--- src/rtl/core/bddq_pkg.sv ---
`timescale 1ns / 1ps
`default_nettype none

package bddq_pkg;

  localparam logic [1:0] KIND_ADD_HEAD = 2'd0;
  localparam logic [1:0] KIND_ADD_TAIL = 2'd1;
  localparam logic [1:0] KIND_DELETE   = 2'd2;
  localparam logic [1:0] KIND_POP      = 2'd3;

  localparam logic [1:0] STAT_OK        = 2'd0;
  localparam logic [1:0] STAT_FULL      = 2'd1;
  localparam logic [1:0] STAT_EMPTY     = 2'd2;
  localparam logic [1:0] STAT_NOT_FOUND = 2'd3;

  typedef struct packed {
    logic [1:0]         kind;
    logic signed [31:0] value;
    logic [6:0]         repeat_req;
  } item_t;

  typedef struct packed {
    logic [1:0]         status;
    logic signed [31:0] popped;
    logic signed [31:0] top_value;
    logic [6:0]         count;
    logic               is_empty;
    logic [6:0]         removed;
  } result_t;

  typedef enum logic [2:0] {
    CELL_HOLD,
    CELL_PUSH,
    CELL_POP,
    CELL_INS,
    CELL_DEL
  } cell_op_t;

endpackage

`default_nettype wire

--- src/rtl/core/bddq_cell.sv ---
`timescale 1ns / 1ps
`default_nettype none

module bddq_cell #(
  parameter int DATA_WIDTH = 32,
  parameter int CW         = 7,
  parameter int IDX        = 0
) (
  input  wire                    clk,
  input  wire bddq_pkg::cell_op_t op,
  input  wire [CW-1:0]           count,
  input  wire [DATA_WIDTH-1:0]   din,
  input  wire [DATA_WIDTH-1:0]   left,
  input  wire [DATA_WIDTH-1:0]   right,
  input  wire                    above_in,
  output logic [DATA_WIDTH-1:0]  data,
  output logic                   above_out
);

  logic live;
  logic hit;

  assign live      = CW'(IDX) < count;
  assign hit       = live && (data == din);
  assign above_out = above_in | hit;

  always_ff @(posedge clk) begin
    unique case (op)
      bddq_pkg::CELL_HOLD: data <= data;
      bddq_pkg::CELL_PUSH: data <= left;
      bddq_pkg::CELL_POP:  data <= right;
      bddq_pkg::CELL_INS: begin
        if (CW'(IDX) == count) data <= din;
      end
      bddq_pkg::CELL_DEL: begin
        if (!above_in) data <= right;
      end
      default: data <= data;
    endcase
  end

endmodule

`default_nettype wire

--- src/rtl/core/bounded_deque_delete_by_value_core.sv ---
`timescale 1ns / 1ps
`default_nettype none

// Bounded deque / stack with delete by value.
// Channels: an item on "item" is taken at a clock edge where start is high
// and busy is low. Each item gives one result on "result", marked by done
// for exactly one cycle; the receiver cannot hold it off.
// Storage is a row of DEPTH cells, cell 0 holding the tail (top) entry and
// higher cells holding entries toward the head. Every cell compares and
// shifts in the same cycle.
// Flow: add at head, add at tail and pop are applied at the accepting
// edge, where done is also registered; busy stays low, so one such item
// can be taken every cycle. A delete with a nonzero repeat_req on a
// non-empty store makes match attempts in turn, removing one entry per
// hit, until repeat_req entries are gone or an attempt finds no match,
// then done follows; busy is high meanwhile. The per-attempt path is the
// DATA_WIDTH-bit equality compare per cell and the chain down to cell 0.
// Reset: count goes to zero and the block is idle; cell contents are not
// cleared and are never read below the count.
module bounded_deque_delete_by_value_core #(
  parameter int DEPTH      = 64,
  parameter int DATA_WIDTH = 32
) (
  input  wire                clk,
  input  wire                rst,
  input  wire                start,
  input  wire bddq_pkg::item_t item,
  output logic               busy,
  output logic               done,
  output bddq_pkg::result_t  result
);

  localparam int CW = $clog2(DEPTH + 1);

  typedef enum logic {
    ST_IDLE,
    ST_DEL
  } state_t;

  state_t                  state;
  logic [CW-1:0]           count;
  logic [DATA_WIDTH-1:0]   key;
  logic [6:0]              reps;
  logic [6:0]              removed;
  logic [1:0]              status;
  logic [31:0]             popped;

  logic [DATA_WIDTH-1:0]   din_conv;
  logic [DATA_WIDTH-1:0]   din;
  logic [31:0]             top32;
  logic                    found;
  logic                    full;
  logic [6:0]              removed_inc;
  bddq_pkg::cell_op_t      op;

  logic [DATA_WIDTH-1:0]   cell_data [DEPTH];
  logic [DEPTH-1:0]        above;

  always_comb begin
    for (int b = 0; b < DATA_WIDTH; b++) begin
      din_conv[b] = item.value[(b < 32) ? b : 31];
    end
    for (int b = 0; b < 32; b++) begin
      top32[b] = cell_data[0][(b < DATA_WIDTH) ? b : DATA_WIDTH - 1];
    end
  end

  assign full        = (count == CW'(DEPTH));
  assign found       = above[0];
  assign removed_inc = removed + 7'd1;
  assign busy        = (state == ST_DEL);

  always_comb begin
    op  = bddq_pkg::CELL_HOLD;
    din = din_conv;
    if (state == ST_DEL) begin
      din = key;
      if (found) op = bddq_pkg::CELL_DEL;
    end else if (start) begin
      unique case (item.kind)
        bddq_pkg::KIND_ADD_HEAD: begin
          if (!full) op = bddq_pkg::CELL_INS;
        end
        bddq_pkg::KIND_ADD_TAIL: begin
          if (!full) op = bddq_pkg::CELL_PUSH;
        end
        bddq_pkg::KIND_DELETE: op = bddq_pkg::CELL_HOLD;
        bddq_pkg::KIND_POP: begin
          if (count != '0) op = bddq_pkg::CELL_POP;
        end
      endcase
    end
  end

  for (genvar g = 0; g < DEPTH; g++) begin : g_cell
    logic [DATA_WIDTH-1:0] left_d;
    logic [DATA_WIDTH-1:0] right_d;
    logic                  above_in;

    if (g == 0) begin : g_first
      assign left_d = din;
    end else begin : g_mid_l
      assign left_d = cell_data[g-1];
    end

    if (g == DEPTH - 1) begin : g_last
      assign right_d  = cell_data[g];
      assign above_in = 1'b0;
    end else begin : g_mid_r
      assign right_d  = cell_data[g+1];
      assign above_in = above[g+1];
    end

    bddq_cell #(
      .DATA_WIDTH (DATA_WIDTH),
      .CW         (CW),
      .IDX        (g)
    ) u_cell (
      .clk       (clk),
      .op        (op),
      .count     (count),
      .din       (din),
      .left      (left_d),
      .right     (right_d),
      .above_in  (above_in),
      .data      (cell_data[g]),
      .above_out (above[g])
    );
  end

  always_ff @(posedge clk) begin
    if (rst) begin
      state <= ST_IDLE;
      count <= '0;
      done  <= 1'b0;
    end else begin
      done <= 1'b0;
      unique case (state)
        ST_IDLE: begin
          if (start) begin
            status  <= bddq_pkg::STAT_OK;
            popped  <= '0;
            removed <= '0;
            unique case (item.kind)
              bddq_pkg::KIND_ADD_HEAD, bddq_pkg::KIND_ADD_TAIL: begin
                if (full) status <= bddq_pkg::STAT_FULL;
                else count <= count + CW'(1);
                done <= 1'b1;
              end
              bddq_pkg::KIND_POP: begin
                if (count == '0) begin
                  status <= bddq_pkg::STAT_EMPTY;
                end else begin
                  count  <= count - CW'(1);
                  popped <= top32;
                end
                done <= 1'b1;
              end
              bddq_pkg::KIND_DELETE: begin
                if (item.repeat_req == '0) begin
                  done <= 1'b1;
                end else if (count == '0) begin
                  status <= bddq_pkg::STAT_EMPTY;
                  done   <= 1'b1;
                end else begin
                  key   <= din_conv;
                  reps  <= item.repeat_req;
                  state <= ST_DEL;
                end
              end
            endcase
          end
        end
        ST_DEL: begin
          if (found) begin
            count   <= count - CW'(1);
            removed <= removed_inc;
            if (removed_inc == reps) begin
              status <= bddq_pkg::STAT_OK;
              done   <= 1'b1;
              state  <= ST_IDLE;
            end
          end else begin
            status <= (removed != '0) ? bddq_pkg::STAT_OK : bddq_pkg::STAT_NOT_FOUND;
            done   <= 1'b1;
            state  <= ST_IDLE;
          end
        end
        default: state <= ST_IDLE;
      endcase
    end
  end

  always_comb begin
    result.status    = status;
    result.popped    = popped;
    result.top_value = (count == '0) ? '0 : top32;
    result.count     = 7'(count);
    result.is_empty  = (count == '0);
    result.removed   = removed;
  end

  a_count_bound: assert property (@(posedge clk) disable iff (rst)
    count <= CW'(DEPTH))
    else $error("count above capacity");

  a_done_idle: assert property (@(posedge clk) disable iff (rst)
    done |-> !busy)
    else $error("result shown while delete still running");

  a_push_grows: assert property (@(posedge clk) disable iff (rst)
    start && !busy && item.kind == bddq_pkg::KIND_ADD_TAIL && !full
    |=> count == $past(count) + CW'(1))
    else $error("push did not grow count");

  a_del_shrinks: assert property (@(posedge clk) disable iff (rst)
    state == ST_DEL && found |=> count == $past(count) - CW'(1))
    else $error("delete match did not shrink count");

  a_del_bound: assert property (@(posedge clk) disable iff (rst)
    state == ST_DEL |-> removed < reps)
    else $error("delete ran past its repeat count");

endmodule

`default_nettype wire

--- config.mk ---
export PLATFORM = sky130hd
export DESIGN_NAME = bounded_deque_delete_by_value_core
export DESIGN_NICKNAME = d
export VERILOG_FILES = /design/src/rtl/core/bddq_pkg.sv /design/src/rtl/core/bddq_cell.sv /design/src/rtl/core/bounded_deque_delete_by_value_core.sv
export SDC_FILE = /design/constraint.sdc
export NUM_CORES = 2
export LEC_CHECK = 0
export ABC_AREA = 1
export BUFFER_PORTS_ARGS = -buffer_cell sky130_fd_sc_hd__buf_2
export CAP_MARGIN = 40
export CORE_UTILIZATION = 25
export CTS_BUF_LIST = sky130_fd_sc_hd__clkbuf_8
export DETAILED_ROUTE_END_ITERATION = 8
export GPL_ROUTABILITY_DRIVEN = 0
export HOLD_SLACK_MARGIN = 0.06
export PLACE_DENSITY = 0.38
export SKIP_LAST_GASP = 1
export SYNTH_ARGS = -nofsm -noshare
export SYNTH_HDL_FRONTEND = slang
export SYNTH_SLANG_ARGS = --single-unit
--- constraint.sdc ---
create_clock -name clk -period 10.3 [get_ports clk]
set_clock_uncertainty 0.2 [all_clocks]
set_input_delay 1.03 -clock clk [delete_from_list [all_inputs] [get_ports clk]]
set_output_delay 1.03 -clock clk [all_outputs]
set_load 0.01 [all_outputs]
== Word-level counts from Yosys, hierarchy flattened ==
Index checks and enable logic that the tools add are counted.
W data, S select, Z words.

* Add/subtract/negate cells: 3
* $lt $le $gt $ge: 64
* Equal/unequal tests: 269
* Mux-type cells: 232
* Bitwise logic cells: 67
* Reductions and logical operators: 142

{| class="wikitable"
|+ Operators with widths
! kind !! number
|-
| $pmux W32 S4 || 63
|-
| $mux W32 || 129
|-
| $eq A32 B32 Y1 || 64
|-
| $eq A6 B7 Y1 const A || 32
|-
| $lt A6 B7 Y1 const A || 32
|-
| $reduce_and A3 Y1 || 66
|-
| $ne A2 B2 Y1 const B || 65
|-
| $ne A2 B1 Y1 const B || 64
|-
| $eq A5 B7 Y1 const A || 16
|-
| $lt A5 B7 Y1 const A || 16
|-
| $logic_and A1 B1 Y1 || 64
|-
| $pmux W32 S2 || 1
|-
| $or A1 B1 Y1 || 63
|-
| $eq A4 B7 Y1 const A || 8
|-
| $lt A4 B7 Y1 const A || 8
|-
| $mux W7 || 6
|-
| $pmux W7 S2 || 3
|-
| $eq A3 B7 Y1 const A || 4
|-
| $lt A3 B7 Y1 const A || 4
|-
| $mux W2 || 8
|-
| $add A7 B1 Y7 const B || 2
|-
| $eq A2 B7 Y1 const A || 2
|-
| $logic_not A7 Y1 || 2
|-
| $lt A1 B7 Y1 const A || 2
|-
| 28 further kinds || 53
|}

* Bits in registers: 2,137
* Bits of input ports: 44
* Output and inout port bits: 83
* Logic and storage cells: 849

== Longest topological paths before layout ==
* Depth after elaboration: 71
* Depth in mapped cells: 52
* Mapped depth without buffers: 48

== Worst setup path after synthesis ==
No wires, ideal clock.

* Path type: input port to flip-flop
* From: input item[7] in the netlist's numbering
* To: register g_cell[52].u_cell.data[0] (enable)
* Setup time: 0.461 ns
* Arrival: 8.095 ns
* Required time: 9.639 ns
* Setup slack: 1.543 ns
* Stages: 45
* Path buffers: 3
* Path through: nand2_1 nand2_2 buf_6 xnor2_1 nand2_1 nor2_1 nand2_1 nor2_1 nand3_2 nand4_2 nor2_4 nand4_2 nor2_4 nand4_2 nor2_4 nand4_2 nor2_4 nand4_2 (+9 left out) nand4_2 nor2_4 nand4_2 nor2_4 nand4_2 nor2_4 nand4_2 nor2_4 nand4_2 nor2_4 nand4_4 nor2_4 nand3_4 nand2_8 buf_6 clkbuf_1 a21oi_1 nor3_1

* Cells in the longest elaborated chain, start to end: 71
* Elaborated cells between the ends (all ways): 202
* Those cells by class: eq/ne (70); mux (3); bitwise (63); reduce/logical (66)

{| class="wikitable"
|+ Ends and longest elaborated chain
! item !! line !! RTL
|-
| from (decl) || bounded_deque_delete_by_value_core.sv:27 || <nowiki>input wire bddq_pkg::item_t item,</nowiki>
|-
| $mux W32 (*) || bounded_deque_delete_by_value_core.sv:76 || <nowiki>if (state == ST_DEL) begin</nowiki>
|-
| $eq A32 B32 Y1 || bddq_cell.sv:24 || <nowiki>assign hit = live && (data == din);</nowiki>
|-
| $logic_and A1 B1 Y1 || bddq_cell.sv:24 ||
|-
| $or A1 B1 Y1 (63 in a row) || bddq_cell.sv:25 || <nowiki>assign above_out = above_in | hit;</nowiki>
|-
| $mux W3 || bounded_deque_delete_by_value_core.sv:78 || <nowiki>if (found) op = bddq_pkg::CELL_DEL;</nowiki>
|-
| $mux W3 || bounded_deque_delete_by_value_core.sv:76 ||
|-
| $eq A3 B3 Y1 (tied with other cells) || bddq_cell.sv:28 || <nowiki>unique case (op)</nowiki>
|-
| $ne A2 B2 Y1 (no source line) (tied with other cells) || - ||
|-
| $reduce_and A3 Y1 (no source line) (*) || - ||
|-
| to (signal assigned) || bddq_cell.sv:29 || <nowiki>bddq_pkg::CELL_HOLD: data <= data;</nowiki>
|-
| to (signal assigned) || bddq_cell.sv:30 || <nowiki>bddq_pkg::CELL_PUSH: data <= left;</nowiki>
|-
| to (signal assigned) || bddq_cell.sv:31 || <nowiki>bddq_pkg::CELL_POP: data <= right;</nowiki>
|-
| to (decl) || bddq_cell.sv:16 || <nowiki>output logic [DATA_WIDTH-1:0] data,</nowiki>
|}

Every way passes the cells marked *; elsewhere a longest branch is shown, timed or not.
A chain may end at the register's enable or synchronous reset.

== Worst setup path in the final report ==
* From: register state (netlist: busy)
* To: register g_cell[31].u_cell.data[7] (enable)

* Cells in the longest elaborated chain, start to end: 71
* Elaborated cells between the ends (all ways): 202
* Those cells by class: eq/ne (70); mux (3); bitwise (63); reduce/logical (66)

{| class="wikitable"
|+ Ends and longest elaborated chain
! item !! line !! RTL
|-
| from (decl) || bounded_deque_delete_by_value_core.sv:40 || <nowiki>state_t state;</nowiki>
|-
| from (signal assigned) || bounded_deque_delete_by_value_core.sv:133 || <nowiki>state <= ST_IDLE;</nowiki>
|-
| from (signal assigned) || bounded_deque_delete_by_value_core.sv:168 || <nowiki>state <= ST_DEL;</nowiki>
|-
| from (signal assigned) || bounded_deque_delete_by_value_core.sv:181 || <nowiki>state <= ST_IDLE;</nowiki>
|-
| $mux W32 || bounded_deque_delete_by_value_core.sv:76 ||
|-
| $eq A32 B32 Y1 || bddq_cell.sv:24 ||
|-
| $logic_and A1 B1 Y1 || bddq_cell.sv:24 ||
|-
| $or A1 B1 Y1 (63 in a row) || bddq_cell.sv:25 ||
|-
| $mux W3 || bounded_deque_delete_by_value_core.sv:78 ||
|-
| $mux W3 || bounded_deque_delete_by_value_core.sv:76 ||
|-
| $eq A3 B3 Y1 (tied with other cells) || bddq_cell.sv:28 ||
|-
| $ne A2 B2 Y1 (no source line) (tied with other cells) || - ||
|-
| $reduce_and A3 Y1 (no source line) (*) || - ||
|-
| to (signal assigned) || bddq_cell.sv:29 ||
|-
| to (signal assigned) || bddq_cell.sv:30 ||
|-
| to (signal assigned) || bddq_cell.sv:31 ||
|-
| to (decl) || bddq_cell.sv:16 ||
|}

Marked as above.

==> run metrics <==
Worst Path Max Fanout a little over 70; synth top area cells edfxtp_1 49%, nand4_1 10%, nand2_1 8.6%; First-pass DRT Iterations 9; fin util between 20% and 30%; CP endpoint kind flop; Routed WL 808,000 µm; IO buf count between 100 and 150; pin count of the biggest net entering global routing 189; Sink Count around 2,100; CTS Buffer Depth 4; delay-heaviest family, CP simple AND/OR/NAND/NOR gates; die area 522,000 µm²; Critical-path top delay cell buf_4; RSZ-0062 raised after global routing no; CTS Buf Count between 400 and 500; Synth Instances 14,200; f_max roughly 100 MHz; Pwr Total ~0.029 W; vias in the first global route between 100k and 150k; Async S/R FF share, synth 0%; Max Cap Violations 0; outcome complete, but fails checks; H-tree Lvls 5; Post-synth EDFFs between 2,000 and 2,500; CTS tree built; core area between 500,000 and 600,000 µm²; Final WS setup 416 ps; CP max stage delay ~450 ps; share of post-route cells with drive strength above 1 under 10%; vias roughly 130k; Post-synth top flop edfxtp_1; post-DP HPWL about 550,000 µm; DR DRC count around 50; Total Neg Setup Slack 0 ps; most common cell after layout, fill and taps aside nand2_1; Rel. slew slack around 17%; Slew Viols, Final 0; hold slack between 200 and 250 ps; global-route wire length before repair between 1,000,000 and 1,500,000 µm; power per cell area about 200 nW/µm²; CP Launch Type flop; minimum clock period ~9900 ps; Iter 0 DRT Violations between 15,000 and 20,000; CTS root buffer clkbuf_8; Synth Cell Area about 130,000 µm²; gr ovfl total 0; Post-Place Worst Slack between 200 and 300 ps; CTS clk-pin slew, worst paths around 70 ps; Fin. Hold Viols 0; final worst-path cycle share between 90% and 100%; worst path bufs/invs 6; Worst-Skew Late Latency roughly 1300 ps; Rows 264; Seq cells post-synth about 2,100; WL per Instance ~38 µm; # IOs between 100 and 150; Avg Cell Area, Syn slightly above 9 µm²; Initial Utilization about a quarter; most frequent CP cell nor2_4; Synth Warn # 0; Area growth syn-to-layout 12.2%; Slew @ Worst Pin about 1200 ps; count of different cell masters after synthesis 60; Die Ht 723 µm; kind of critical path reg -> reg; Leak roughly 55 nW; Worst Hold Class in -> reg; Die X 723 µm; Post-layout nets 13,900; final setup fails 0; syn_nets 14,300; CP required 10,940 ps; Synth top area share between 40 and 50%; failing checks DRC; overall routing resource usage between 20% and 30%; initial antenna violation count just over 60; arrival time at the worst endpoint 10,530 ps; sequential cell area fraction in the yosys report 49.3%; commonest non-fill, non-tap cells in the layout 2,930 x nand2_1, 2,128 x edfxtp_1, 2,102 x nand4_1, 2,092 x nand3_1, 854 x xor2_1; Peak VDD IR 0.107 mV; Final ANT Viol Nets 0; Via-to-Cell Ratio about 6; cell taking the most area after synthesis edfxtp_1
cell families (layout without fill, tap and decap cells):
family,after synthesis,after routing,synth area share [%]
fa+ha+maj,7,7,0.0674
xor+xnor,1173,1173,7.91
other cells,0,26,0
buf+inv,1769,1781,7.06
simple gates,8113,8113,30.7
flops,2137,2137,49.3
compound gates,1002,1002,4.87
path summary, 6_finish.rpt:
path,startpoint,slack (ps),to,cells past startpoint
worst max-delay path,busy,420,g_cell[31].u_cell.data[7],47
worst min-delay path,rst,200,count[1],4
worst max register to register,busy,420,g_cell[31].u_cell.data[7],47
worst min register to register,g_cell[29].u_cell.data[1],390,g_cell[28].u_cell.data[1],2
repair_timing:
item,4_1_cts,5_1_grt
endpoints found under the setup margin,0,68
buffers inserted,0,10
endpoints found under the hold margin,42,0
hold buffers,43,0
gates resized for setup,0,1
layout make-up:
type | count | area [µm²]
Antenna cell | 26 | 65.1
Clock buffer | 419 | 5770
Clock inverter | 323 | 1590
Fill cell | 55800 | 371000
Inverter | 340 | 1300
Multi-Input combinational cell | 10300 | 57700
Sequential cell | 2137 | 64100
Tap cell | 6916 | 8650
Timing Repair Buffer | 699 | 6540
report_power, final:
| part | internal (W) | leakage [nW] | total (W) | switching (W) |
|---|---|---|---|---|
| Combinational | 0.00210 | 30.5 | 0.00674 | 0.00464 |
| Clock | 0.00393 | 4.33 | 0.00836 | 0.00444 |
| Sequential | 0.0116 | 20.3 | 0.0139 | 0.00234 |
sequential cells by signal, summed over array words and instances (netlist names):
name,count
g_cell.u_cell.data,2048
key,32
popped,32
count,7
removed,7
reps,7
status,2
busy,1
done,1
Yosys cell counts (all sizes together), types with 2 or more instances:
cell     count
nand2     3067
edfxtp    2128
nand4     2117
nand3     2095
xor2       854
clkbuf     749
buf        679
o21ai      452
nor2       429
inv        339
xnor2      319
nor4       273
o22ai      196
a211oi      65
a221oi      64
a22o        62
o2111ai     51
a21oi       40
nor3        38
or4         38
a2111oi     21
and3        18
or2         18
a31oi       16
nor4b       12
o221ai      10
dfxtp        9
ha           7
nand3b       7
a211o        4
a221o        4
a32o         4
o211ai       3
a22oi        2
o211a        2
o21a         2
metal layers:
layer | track usage (%) | vias to the layer above | wire, µm
li1 | - | 51700 | -
met1 | 38.9 | 65200 | 321000
met2 | 45.7 | 8415 | 357000
met3 | 5.67 | 2067 | 76000
met4 | 16.8 | 40 | 54200
met5 | 0 | - | 272
worst register-to-register path: cells and delay by family, from the launching register on:
kind | cells | cell delay [ps]
compound gates | 2 | 430
flops | 1 | 430
simple gates | 39 | 6240
buf+inv | 6 | 2200
metrics by stage:
step | instance area, µm² | instances
5_1_grt | 146000 | 21100
2_1_floorplan | 130000 | 14200
3_3_place_gp | 137000 | 20300
6_report | 146000 | 21200
3_5_place_dp | 138000 | 20300
4_1_cts | 146000 | 21100
No activity file was read; power rests on OpenSTA's default activity.
